**src/design/smam_pkg.sv**
```systemverilog
package smam_pkg;

	localparam int VALUE_W    = 32;
	localparam int PORT_IDX_W = 16;
	localparam int FUNC_W     = 2;

	localparam logic [FUNC_W-1:0] FUNC_LOAD_A = 2'd0;
	localparam logic [FUNC_W-1:0] FUNC_LOAD_B = 2'd1;
	localparam logic [FUNC_W-1:0] FUNC_RUN    = 2'd2;

	localparam logic [VALUE_W-1:0] VALUE_MAX = {1'b0, {(VALUE_W-1){1'b1}}};
	localparam logic [VALUE_W-1:0] VALUE_MIN = {1'b1, {(VALUE_W-1){1'b0}}};

endpackage

```
**src/design/sparse_matrix_add_sub_merge_core.sv**
```systemverilog
// channel  | valid / ready          | payload
// ---------+------------------------+--------------------------------------------
// in       | in_valid / in_ready    | func, entry_row, entry_column, entry_value
// out      | out_valid / out_ready  | out_row, out_column, out_value, is_entry,
//          |                        | last, saturated, load_dropped
// cfg      | cfg_valid / cfg_ready  | subtract_mode
//
// Loads and unused codes are accepted back to back.
// Each merge step of a run is a memory read (S_FETCH), then a compare and combine
// (S_MERGE); the single read port of each entry memory sets that order.
// One finished result is held back to mark last.
// in_ready is low for the whole run; out_ready low stalls the merge only when a
// finished result has to move into a full output register.
// Reset clears counts, drop flag and mode; the entry memories are not cleared.
module sparse_matrix_add_sub_merge_core #(
	parameter int ENTRY_DEPTH = 32,
	parameter int INDEX_BITS  = 16
) (
	input  logic                                 clk,
	input  logic                                 arst_n,
	input  logic                                 in_valid,
	output logic                                 in_ready,
	input  logic [smam_pkg::FUNC_W-1:0]          func,
	input  logic [smam_pkg::PORT_IDX_W-1:0]      entry_row,
	input  logic [smam_pkg::PORT_IDX_W-1:0]      entry_column,
	input  logic signed [smam_pkg::VALUE_W-1:0]  entry_value,
	output logic                                 out_valid,
	input  logic                                 out_ready,
	output logic [smam_pkg::PORT_IDX_W-1:0]      out_row,
	output logic [smam_pkg::PORT_IDX_W-1:0]      out_column,
	output logic signed [smam_pkg::VALUE_W-1:0]  out_value,
	output logic                                 is_entry,
	output logic                                 last,
	output logic                                 saturated,
	output logic                                 load_dropped,
	input  logic                                 cfg_valid,
	output logic                                 cfg_ready,
	input  logic                                 subtract_mode
);

	localparam int PW    = smam_pkg::PORT_IDX_W;
	localparam int VW    = smam_pkg::VALUE_W;
	localparam int IDX_W = (INDEX_BITS < PW) ? INDEX_BITS : PW;
	localparam int KEY_W = 2 * IDX_W;
	localparam int ENT_W = KEY_W + VW;
	localparam int AW    = (ENTRY_DEPTH > 1) ? $clog2(ENTRY_DEPTH) : 1;
	localparam int CW    = $clog2(ENTRY_DEPTH + 1);

	localparam logic [1:0] S_IDLE  = 2'd0;
	localparam logic [1:0] S_FETCH = 2'd1;
	localparam logic [1:0] S_MERGE = 2'd2;

	logic [1:0]       state_q;
	logic             sub_q;
	logic [CW-1:0]    a_cnt_q, b_cnt_q, a_ptr_q, b_ptr_q;
	logic             drop_q;

	logic [ENT_W-1:0] a_mem [ENTRY_DEPTH];
	logic [ENT_W-1:0] b_mem [ENTRY_DEPTH];
	logic [ENT_W-1:0] a_rd_s1, b_rd_s1;

	logic             pend_valid_q;
	logic [KEY_W-1:0] pend_key_q;
	logic [VW-1:0]    pend_val_q;
	logic             pend_sat_q;
	logic             out_valid_q;

	logic             in_fire, load_a, load_b, run;
	logic [KEY_W-1:0] in_key, a_key, b_key, res_key;
	logic [VW-1:0]    a_val, b_val, opx, opy, res_val;
	logic [VW:0]      sum;
	logic             a_has, b_has, take_a, take_b, res_sat, emit;
	logic             out_free, done, stall, push, push_last, push_marker, adv;

	assign in_ready  = (state_q == S_IDLE);
	assign cfg_ready = 1'b1;
	assign out_valid = out_valid_q;
	assign in_fire   = in_valid && in_ready;
	assign load_a    = in_fire && (func == smam_pkg::FUNC_LOAD_A);
	assign load_b    = in_fire && (func == smam_pkg::FUNC_LOAD_B);
	assign run       = in_fire && (func == smam_pkg::FUNC_RUN);
	assign in_key    = {entry_row[IDX_W-1:0], entry_column[IDX_W-1:0]};

	always_ff @(posedge clk) begin
		if (load_a && (a_cnt_q < CW'(ENTRY_DEPTH))) begin
			a_mem[a_cnt_q[AW-1:0]] <= {in_key, entry_value};
		end
		a_rd_s1 <= a_mem[a_ptr_q[AW-1:0]];
	end

	always_ff @(posedge clk) begin
		if (load_b && (b_cnt_q < CW'(ENTRY_DEPTH))) begin
			b_mem[b_cnt_q[AW-1:0]] <= {in_key, entry_value};
		end
		b_rd_s1 <= b_mem[b_ptr_q[AW-1:0]];
	end

	always_comb begin
		a_key  = a_rd_s1[ENT_W-1:VW];
		a_val  = a_rd_s1[VW-1:0];
		b_key  = b_rd_s1[ENT_W-1:VW];
		b_val  = b_rd_s1[VW-1:0];
		a_has  = a_ptr_q < a_cnt_q;
		b_has  = b_ptr_q < b_cnt_q;
		take_a = !b_has || (a_has && (a_key < b_key));
		take_b = !take_a && (!a_has || (b_key < a_key));
		opx    = take_b ? '0 : a_val;
		opy    = take_a ? '0 : b_val;
		sum    = sub_q ? ({opx[VW-1], opx} - {opy[VW-1], opy})
		               : ({opx[VW-1], opx} + {opy[VW-1], opy});
		res_sat = sum[VW] ^ sum[VW-1];
		res_val = res_sat ? (sum[VW] ? smam_pkg::VALUE_MIN : smam_pkg::VALUE_MAX)
		                  : sum[VW-1:0];
		res_key = take_b ? b_key : a_key;
		// equal keys cancelling to zero are dropped when subtracting
		emit    = !(sub_q && !take_a && !take_b && !res_sat && (sum == '0));

		out_free    = !out_valid_q || out_ready;
		done        = !a_has && !b_has;
		stall       = done ? !out_free : (emit && pend_valid_q && !out_free);
		push        = (state_q == S_MERGE) && !stall && (done || (emit && pend_valid_q));
		push_last   = done;
		push_marker = done && !pend_valid_q;
		adv         = (state_q == S_MERGE) && !stall && !done;
	end

	always_ff @(posedge clk or negedge arst_n) begin
		if (!arst_n) begin
			state_q      <= S_IDLE;
			sub_q        <= 1'b0;
			a_cnt_q      <= '0;
			b_cnt_q      <= '0;
			a_ptr_q      <= '0;
			b_ptr_q      <= '0;
			drop_q       <= 1'b0;
			pend_valid_q <= 1'b0;
			out_valid_q  <= 1'b0;
		end else begin
			if (cfg_valid && cfg_ready) begin
				sub_q <= subtract_mode;
			end
			if (push) begin
				out_valid_q <= 1'b1;
			end else if (out_ready) begin
				out_valid_q <= 1'b0;
			end
			unique case (state_q)
				S_IDLE: begin
					if (load_a) begin
						if (a_cnt_q < CW'(ENTRY_DEPTH)) begin
							a_cnt_q <= a_cnt_q + 1'b1;
						end else begin
							drop_q <= 1'b1;
						end
					end
					if (load_b) begin
						if (b_cnt_q < CW'(ENTRY_DEPTH)) begin
							b_cnt_q <= b_cnt_q + 1'b1;
						end else begin
							drop_q <= 1'b1;
						end
					end
					if (run) begin
						a_ptr_q      <= '0;
						b_ptr_q      <= '0;
						pend_valid_q <= 1'b0;
						state_q      <= S_FETCH;
					end
				end
				S_FETCH: begin
					state_q <= S_MERGE;
				end
				S_MERGE: begin
					if (adv) begin
						if (take_a || !take_b) begin
							a_ptr_q <= a_ptr_q + 1'b1;
						end
						if (!take_a) begin
							b_ptr_q <= b_ptr_q + 1'b1;
						end
						if (emit) begin
							pend_valid_q <= 1'b1;
						end
						state_q <= S_FETCH;
					end else if (push && push_last) begin
						a_cnt_q      <= '0;
						b_cnt_q      <= '0;
						drop_q       <= 1'b0;
						pend_valid_q <= 1'b0;
						state_q      <= S_IDLE;
					end
				end
				default: begin
					state_q <= S_IDLE;
				end
			endcase
		end
	end

	always_ff @(posedge clk) begin
		if (adv && emit) begin
			pend_key_q <= res_key;
			pend_val_q <= res_val;
			pend_sat_q <= res_sat;
		end
		if (push) begin
			out_row      <= push_marker ? '0 : PW'(pend_key_q[KEY_W-1:IDX_W]);
			out_column   <= push_marker ? '0 : PW'(pend_key_q[IDX_W-1:0]);
			out_value    <= push_marker ? '0 : pend_val_q;
			saturated    <= push_marker ? 1'b0 : pend_sat_q;
			is_entry     <= !push_marker;
			last         <= push_last;
			load_dropped <= drop_q;
		end
	end

endmodule

```
**config.mk**
```make
export PLATFORM = sky130hd
export DESIGN_NAME = sparse_matrix_add_sub_merge_core
export DESIGN_NICKNAME = d
export VERILOG_FILES = /design/src/design/smam_pkg.sv /design/src/design/sparse_matrix_add_sub_merge_core.sv
export SDC_FILE = /design/constraint.sdc
export NUM_CORES = 2
export LEC_CHECK = 0
export BUFFER_PORTS_ARGS = -buffer_cell sky130_fd_sc_hd__buf_4
export CAP_MARGIN = 20
export CORE_UTILIZATION = 42
export CTS_BUF_LIST = sky130_fd_sc_hd__clkbuf_16
export DETAILED_ROUTE_END_ITERATION = 8
export HOLD_SLACK_MARGIN = 0.1
export PLACE_DENSITY_LB_ADDON = 0.15
export SLEW_MARGIN = 20
export SYNTH_ARGS = -nofsm -noshare
export SYNTH_HDL_FRONTEND = slang
export SYNTH_SLANG_ARGS = --single-unit
export TNS_END_PERCENT = 10
```
**constraint.sdc**
```tcl
create_clock -name clk -period 16.31 [get_ports clk]
set_input_delay 0.8155 -clock clk [delete_from_list [all_inputs] [get_ports clk]]
set_output_delay 0.8155 -clock clk [all_outputs]
set_load 0.1 [all_outputs]
```
# --- Yosys cells after proc, flatten, opt, wreduce, memory -nomap -nowiden ---
# Memories as Yosys holds them, arrays and structs flattened. A register that Yosys moved wholly into a read port is not among the register bits.
# Index checks and enable logic that the tools add are counted.
# W data, S select, Z words.
totals:
  regBits: 163
  mem_bits_rw: 4096
  out_inout_bits: 71
  wordCells: 143
  mem_count: 2
classes:
  addsub: 6
  order_cmp: 6
  eq_ne: 16
  mux: 43
  bitwise: 1
  reduce_logical: 50
mem_list:
  columns: ["memory", "words", "word_bits", "read_ports", "rd_clocked_by_memory_dff", "write_ports", "line_no", "text"]
  rows:
  - ["a_mem", 32, 64, 1, 1, 1, "sparse_matrix_add_sub_merge_core.sv:58", "logic [ENT_W-1:0] a_mem [ENTRY_DEPTH];"]
  - ["b_mem", 32, 64, 1, 1, 1, "sparse_matrix_add_sub_merge_core.sv:59", "logic [ENT_W-1:0] b_mem [ENTRY_DEPTH];"]
ops:
  columns: ["cell", "n"]
  rows:
  - ["$mux W32", 5]
  - ["$mux W6", 11]
  - ["$lt A32 B32 Y1", 2]
  - ["$pmux W6 S2", 4]
  - ["$add A32 B32 Y33", 1]
  - ["$logic_not A33 Y1", 1]
  - ["$mux W33", 1]
  - ["$sub A32 B32 Y33", 1]
  - ["$add A6 B1 Y6 const B", 4]
  - ["$logic_and A1 B1 Y1", 21]
  - ["$mux W1", 16]
  - ["$ne A2 B1 Y1 const B", 7]
  - ["$logic_not A1 Y1", 12]
  - ["$lt A6 B6 Y1", 2]
  - ["$lt A6 B6 Y1 const B", 2]
  - ["$reduce_and A4 Y1", 3]
  - ["$reduce_and A5 Y1", 2]
  - ["$mux W2", 3]
  - ["$ne A2 B2 Y1 const B", 3]
  - ["$pmux W2 S3", 1]
  - ["$logic_or A1 B1 Y1", 5]
  - ["$eq A2 B1 Y1 const B", 2]
  - ["$eq A2 B2 Y1 const B", 2]
  - ["$logic_not A2 Y1", 2]
  - ["7 further kinds", 9]

# --- Depth between registers and ports, before layout ---
depth:
  word_depth: 23
  ltp_mapped: 33
  depth_no_buf: 28

# --- Worst setup path before layout ---
# No wires, ideal clock.
synth_path:
  kind: "register to register"
  start: "register a_rd_s1[55] (read register of a_mem)"
  end: "register is_entry (enable)"
  arrival_time_ps: 10868
  slack_ps: 4864
  path_stages_with_launch: 29
  path_buffers: 3
  path_cell_list: "dfxtp_1 > inv_1 > ha_1 > a21oi_1 > o21ai_0 > a222oi_1 > or3b_2 > o211ai_1 > and2_1 > clkbuf_1 > buf_1 > nand2_1 > ha_1 > nor2_1 > clkbuf_1 > nor2_1 > a311o_1 > ha_1 > a21o_1 > a32o_1 > nand2b_1 > o21ai_0 > a31oi_1 > o311a_1 > o31ai_1 > xor2_1 > nand3_1 > a21oi_1 > nor3_1"
synth_between:
  elab_chain_len: 19
  elab_cells_between_ends: 28
synth_rtl:
  columns: ["element", "line_no", "text"]
  rows:
  - ["start, declared", "sparse_matrix_add_sub_merge_core.sv:60", "logic [ENT_W-1:0] a_rd_s1, b_rd_s1;"]
  - ["branches (longest 11 deep; another with $add A32 B32 Y33)", null, null]
  - ["$logic_and A1 B1 Y1 *", "sparse_matrix_add_sub_merge_core.sv:116", "emit = !(sub_q && !take_a && !take_b && !res_sat && (sum == '0));"]
  - ["$logic_not A1 Y1 *", "sparse_matrix_add_sub_merge_core.sv:116", null]
  - ["$logic_and A1 B1 Y1 *", "sparse_matrix_add_sub_merge_core.sv:120, sparse_matrix_add_sub_merge_core.sv:121", null]
  - ["$logic_and A1 B1 Y1", "sparse_matrix_add_sub_merge_core.sv:120", "stall = done ? !out_free : (emit && pend_valid_q && !out_free);"]
  - ["$mux W1", "sparse_matrix_add_sub_merge_core.sv:120", null]
  - ["$logic_not A1 Y1", "sparse_matrix_add_sub_merge_core.sv:121", "push = (state_q == S_MERGE) && !stall && (done || (emit && pend_valid_q));"]
  - ["$logic_and A1 B1 Y1", "sparse_matrix_add_sub_merge_core.sv:121", null]
  - ["$logic_and A1 B1 Y1 *", "sparse_matrix_add_sub_merge_core.sv:121", null]
  - ["named net push", "sparse_matrix_add_sub_merge_core.sv:73", "logic out_free, done, stall, push, push_last, push_marker, adv;"]
  - ["end signal, assigned", "sparse_matrix_add_sub_merge_core.sv:211", "is_entry <= !push_marker;"]
  - ["end, declared", "sparse_matrix_add_sub_merge_core.sv:32", "output logic is_entry,"]
# Mark *: on every way through the listed nets, which the timed path passes.
# A chain may end at the register's enable or synchronous reset.

# --- Worst setup path after layout ---
layout_path:
  start: "register a_rd_s1[39] (read register of a_mem)"
  end: "register out_row[5] (netlist name) (enable)"
layout_between:
  elab_chain_len: 19
  elab_cells_between_ends: 28
layout_rtl:
  columns: ["element", "line_no", "text"]
  rows:
  - ["branches (longest 11 deep; another with $add A32 B32 Y33)", null, null]
  - ["$logic_and A1 B1 Y1 *", "sparse_matrix_add_sub_merge_core.sv:116", null]
  - ["$logic_not A1 Y1 *", "sparse_matrix_add_sub_merge_core.sv:116", null]
  - ["$logic_and A1 B1 Y1 *", "sparse_matrix_add_sub_merge_core.sv:120, sparse_matrix_add_sub_merge_core.sv:121", null]
  - ["$logic_and A1 B1 Y1", "sparse_matrix_add_sub_merge_core.sv:120", null]
  - ["$mux W1", "sparse_matrix_add_sub_merge_core.sv:120", null]
  - ["$logic_not A1 Y1", "sparse_matrix_add_sub_merge_core.sv:121", null]
  - ["$logic_and A1 B1 Y1", "sparse_matrix_add_sub_merge_core.sv:121", null]
  - ["$logic_and A1 B1 Y1 *", "sparse_matrix_add_sub_merge_core.sv:121", null]
  - ["named net push", "sparse_matrix_add_sub_merge_core.sv:73", null]
  - ["end signal, assigned", "sparse_matrix_add_sub_merge_core.sv:207", "out_row <= push_marker ? '0 : PW'(pend_key_q[KEY_W-1:IDX_W]);"]
  - ["end, declared", "sparse_matrix_add_sub_merge_core.sv:29", "output logic [smam_pkg::PORT_IDX_W-1:0] out_row,"]
# Marks and branches as above.

==> run_summary.xml <==
<?xml version="1.0" encoding="UTF-8"?>
<metrics>
  <group name="clock_tree">
    <metric name="cts.repair_timing.setup_buffer_count" unit="">0</metric>
    <metric name="clock_latency" unit="ps">1030</metric>
    <metric name="clkSinkCount" unit="">4387</metric>
    <metric name="clk_path_buf_depth" unit="">4</metric>
    <metric name="clock_tree.root_cell" unit="">clkbuf_16</metric>
    <metric name="path_clk_slew" unit="ps">60</metric>
    <metric name="postCtsResizedCells" unit="">0</metric>
    <metric name="post_cts_hold_buffer_count" unit="">3</metric>
    <metric name="cts_tree" unit="">yes</metric>
    <metric name="htree_levels" unit="">5</metric>
    <metric name="number_of_cts_inserted_buffers" unit="">455</metric>
  </group>
  <group name="worst_setup_path">
    <metric name="crit_buf_inv" unit="">3</metric>
    <metric name="worstSetupStartpointType" unit="">register</metric>
    <metric name="worst_path_max_delay_cell" unit="">nor2_1</metric>
    <metric name="timing.critical_path.max_delay_family" unit="">compound AO/OA/AOI/OAI gates</metric>
    <metric name="required_time_worst_endpoint" unit="ps">16870</metric>
    <metric name="critical_path_arrival" unit="ps">10440</metric>
    <metric name="cp_max_fo" unit="">38</metric>
    <metric name="path_common_cell" unit="">ha_1</metric>
    <metric name="timing.critical_path.slowest_cell_delay" unit="ps">730</metric>
    <metric name="setup.worst_path.class" unit="">reg2reg</metric>
    <metric name="rr_startpoint" unit="">a_rd_s1[39]</metric>
    <metric name="critical_path.endpoint_type" unit="">register</metric>
    <metric name="setup.worst_path.start" unit="">a_rd_s1[39]</metric>
  </group>
  <group name="synthesis">
    <metric name="syn_inst" unit="">7219</metric>
    <metric name="synth_seq_cells" unit="">4387</metric>
    <metric name="ys_async_sr_fraction" unit="">0.006838</metric>
    <metric name="synth_area_per_cell" unit="um2">23.35</metric>
    <metric name="yosys.area.top_type_share" unit="">0.7534</metric>
    <metric name="synthDominantAreaCellType" unit="">edfxtp_1</metric>
    <metric name="post_synth_instance_area" unit="um2">168500</metric>
    <metric name="ys_dominant_reg_cell" unit="">edfxtp_1</metric>
    <metric name="ys_warn_count" unit="">0</metric>
    <metric name="ys_top_cells_by_area" unit="">edfxtp_1 (75%), mux4_2 (17%), dfxtp_1 (1.5%), mux2_2 (0.88%), ha_1 (0.63%)</metric>
    <metric name="synth_edf_count" unit="">4229</metric>
    <metric name="synth_sequential_area_ratio" unit="">0.7731</metric>
    <metric name="synthDistinctLibCells" unit="">78</metric>
    <metric name="synth_nets" unit="">7377</metric>
  </group>
  <group name="floorplanning">
    <metric name="start_util" unit="">0.4220</metric>
    <metric name="die_x" unit="um">635.5</metric>
    <metric name="floorplan.die_area" unit="um2">403800</metric>
    <metric name="std_cell_rows" unit="">232</metric>
    <metric name="core-area" unit="um2">399400</metric>
    <metric name="floorplan.die.height" unit="um">635.5</metric>
    <metric name="io_pins" unit="">143</metric>
  </group>
  <group name="route">
    <metric name="routed_wirelength" unit="um">478800</metric>
    <metric name="dr_total_vias" unit="">80600</metric>
    <metric name="wl_per_cell" unit="um">35.86</metric>
    <metric name="ant_nets" unit="">0</metric>
    <metric name="first_pass_iteration_count_of_the_detailed_router" unit="">6</metric>
    <metric name="starting_drt_drc_count" unit="">10290</metric>
    <metric name="post-route-drc-count" unit="">0</metric>
    <metric name="drt-vias-per-instance" unit="">6.035</metric>
  </group>
  <group name="grt">
    <metric name="first_pass_grt_wire_length" unit="um">664100</metric>
    <metric name="grt_use_met2" unit="">0.3822</metric>
    <metric name="grt_pass1_vias" unit="">81320</metric>
    <metric name="number_of_antenna_violations_at_the_first_check_in_global_routing" unit="">36</metric>
    <metric name="globalRouteTotalUtil" unit="">0.2357</metric>
    <metric name="grt-busiest-layer" unit="">met2</metric>
    <metric name="gr-usage-met3" unit="">0.03378</metric>
    <metric name="grt-ovfl-total" unit="">0</metric>
    <metric name="grt_start_max_net_pins" unit="">129</metric>
    <metric name="grt_use_met1" unit="">0.3422</metric>
  </group>
  <group name="timing">
    <metric name="grt_setup_unrepaired" unit="">false</metric>
    <metric name="worst_hold_slack" unit="ps">209.5</metric>
    <metric name="finalHoldViolations" unit="">0</metric>
    <metric name="crit_path_time_final" unit="ps">9873</metric>
    <metric name="finalSetupViolCount" unit="">0</metric>
    <metric name="max_slew_margin" unit="">0.2204</metric>
    <metric name="final_max_slew_viol_count" unit="">0</metric>
    <metric name="final.period_utilization" unit="">0.6053</metric>
    <metric name="finalClockSkew" unit="ps">71.68</metric>
    <metric name="tns" unit="ps">0</metric>
    <metric name="worst_slew_pin_slew" unit="ps">1169</metric>
    <metric name="fmaxAchievable" unit="MHz">101.3</metric>
    <metric name="final.setup.worst_slack" unit="ps">6437</metric>
  </group>
  <group name="min_path">
    <metric name="min-delay-path-class" unit="">in2reg</metric>
    <metric name="min_from" unit="">out_ready</metric>
  </group>
  <group name="cells_and_area">
    <metric name="regArea" unit="um2">130300</metric>
    <metric name="areaGrowthSynthToFinish" unit="%">13.66</metric>
    <metric name="multi_input_comb_area" unit="um2">37160</metric>
    <metric name="total_number_of_nets_in_the_final_design" unit="">7846</metric>
    <metric name="mostFrequentLayoutCell" unit="">edfxtp_1</metric>
    <metric name="layout_common_cells" unit="">edfxtp_1 (4229), mux4_2 (1280), clkbuf_16 (461), buf_4 (344), inv_1 (183)</metric>
    <metric name="drive_gt1_frac" unit="">0.3079</metric>
    <metric name="layout_fillers" unit="">32280</metric>
    <metric name="final_core_util" unit="">0.4796</metric>
  </group>
  <group name="power">
    <metric name="power.density_cell_area" unit="nW/um2">177.2</metric>
    <metric name="leakage" unit="nW">59.06</metric>
    <metric name="worst_ir_drop_vdd" unit="mV">0.3294</metric>
  </group>
  <group name="placement">
    <metric name="dp_hpwl" unit="um">262300</metric>
    <metric name="io_buffers" unit="">141</metric>
    <metric name="post-place-ws" unit="ps">6598</metric>
    <metric name="routabilityCongestion" unit="">0.8557</metric>
  </group>
  <group name="outcome">
    <metric name="outcome" unit="">finished clean</metric>
  </group>
  <group name="job">
    <metric name="max_cap_viol_count" unit="">0</metric>
  </group>
</metrics>
## through the flow
stage / instance area [um2] / std cells / power, W
floorplan: 168500 / 7219 / 0.02100
global placement: 177100 / 12490 / 0.02418
detailed placement: 177200 / 12490 / 0.02424
CTS: 191500 / 13350 / 0.03412
global route: 191600 / 13350 / 0.03530
finish: 191600 / 13360 / 0.03394
## registers in the layout, indices dropped and copies added, names as in the netlist
name	cells
load_dropped	1
pend_valid_q	1
sub_q	1
pend_sat_q	1
is_entry	1
out_row	16
pend_key_q	32
saturated	1
a_ptr_q	6
a_mem	2048
state_q	2
out_column	16
b_ptr_q	6
a_cnt_q	6
drop_q	1
b_rd_s1	64
pend_val_q	32
last	1
b_mem	2048
b_cnt_q	6
a_rd_s1	64
out_valid	1
out_value	32
## routing by layer
layer	share of wire	up-vias	wire length, um
li1	-	31750	-
met1	0.42	44900	202800
met2	0.48	3297	232200
met3	0.069	646	33260
met4	0.022	4	10650
met5	0.000050	-	24
## layout make-up
class,instances,area share
multi-input cells,2413,0.1940
diodes,6,0.00007837
clock buffers,461,0.06022
inverters,68,0.001358
well taps,5265,0.03439
repair buffers,363,0.01520
clock inverters,392,0.01442
flip-flops and latches,4387,0.6804
## where the power goes
group	internal, W	total (W)	switching [W]	leakage (nW)
sequential	0.0131	0.0135	0.000359	39.5
clock	0.00550	0.00988	0.00438	7.44
combinational	0.00439	0.0106	0.00621	12.1
total	0.0230	0.0339	0.0109	59.1
## kinds of logic after synthesis
| family | after synthesis | synth area share |
|---|---|---|
| adders and majority gates | 106 | 0.007616 |
| other | 1 | 0.00002225 |
| and+or+nand+nor | 555 | 0.01647 |
| muxes | 1424 | 0.1806 |
| xor gates and xnor gates | 35 | 0.001863 |
| buffers and inverters | 419 | 0.009472 |
| AOI/OAI and AO/OA | 292 | 0.01089 |
| DFF | 4387 | 0.7731 |
## cells in the mapped netlist (21+ instances only)
| library cell | number |
|---|---|
| o21ai_0 | 79 |
| mux2_2 | 132 |
| nand3_1 | 35 |
| a31oi_1 | 22 |
| nor3_1 | 30 |
| ha_1 | 85 |
| a21oi_1 | 74 |
| inv_1 | 67 |
| mux4_2 | 1280 |
| dfxtp_1 | 128 |
| nor2_1 | 142 |
| edfxtp_1 | 4229 |
| dfrtp_1 | 30 |
| clkbuf_1 | 266 |
| buf_1 | 79 |
| nand2_1 | 135 |
| nor2b_1 | 110 |
| xor2_1 | 21 |
## tightest hold or removal path, delay by kind of cell
kind,cells,cell delay [ps]
buffers and inverters,1,80
AOI/OAI and AO/OA,1,60
and+or+nand+nor,2,200
## path summary, 6_finish.rpt
check / end / slack [ps] / cells after the start
worst max-delay path: out_row[5] / 6440 / 28
worst min-delay path: state_q[1] / 210 / 4
worst max register to register: out_row[5] / 6440 / 28
worst min register to register: load_dropped / 540 / 0
max in group asynchronous: b_ptr_q[0] / 15540 / 2
min in group asynchronous: b_cnt_q[1] / 340 / 2
Note: power is estimated with default switching activity, not from simulation.
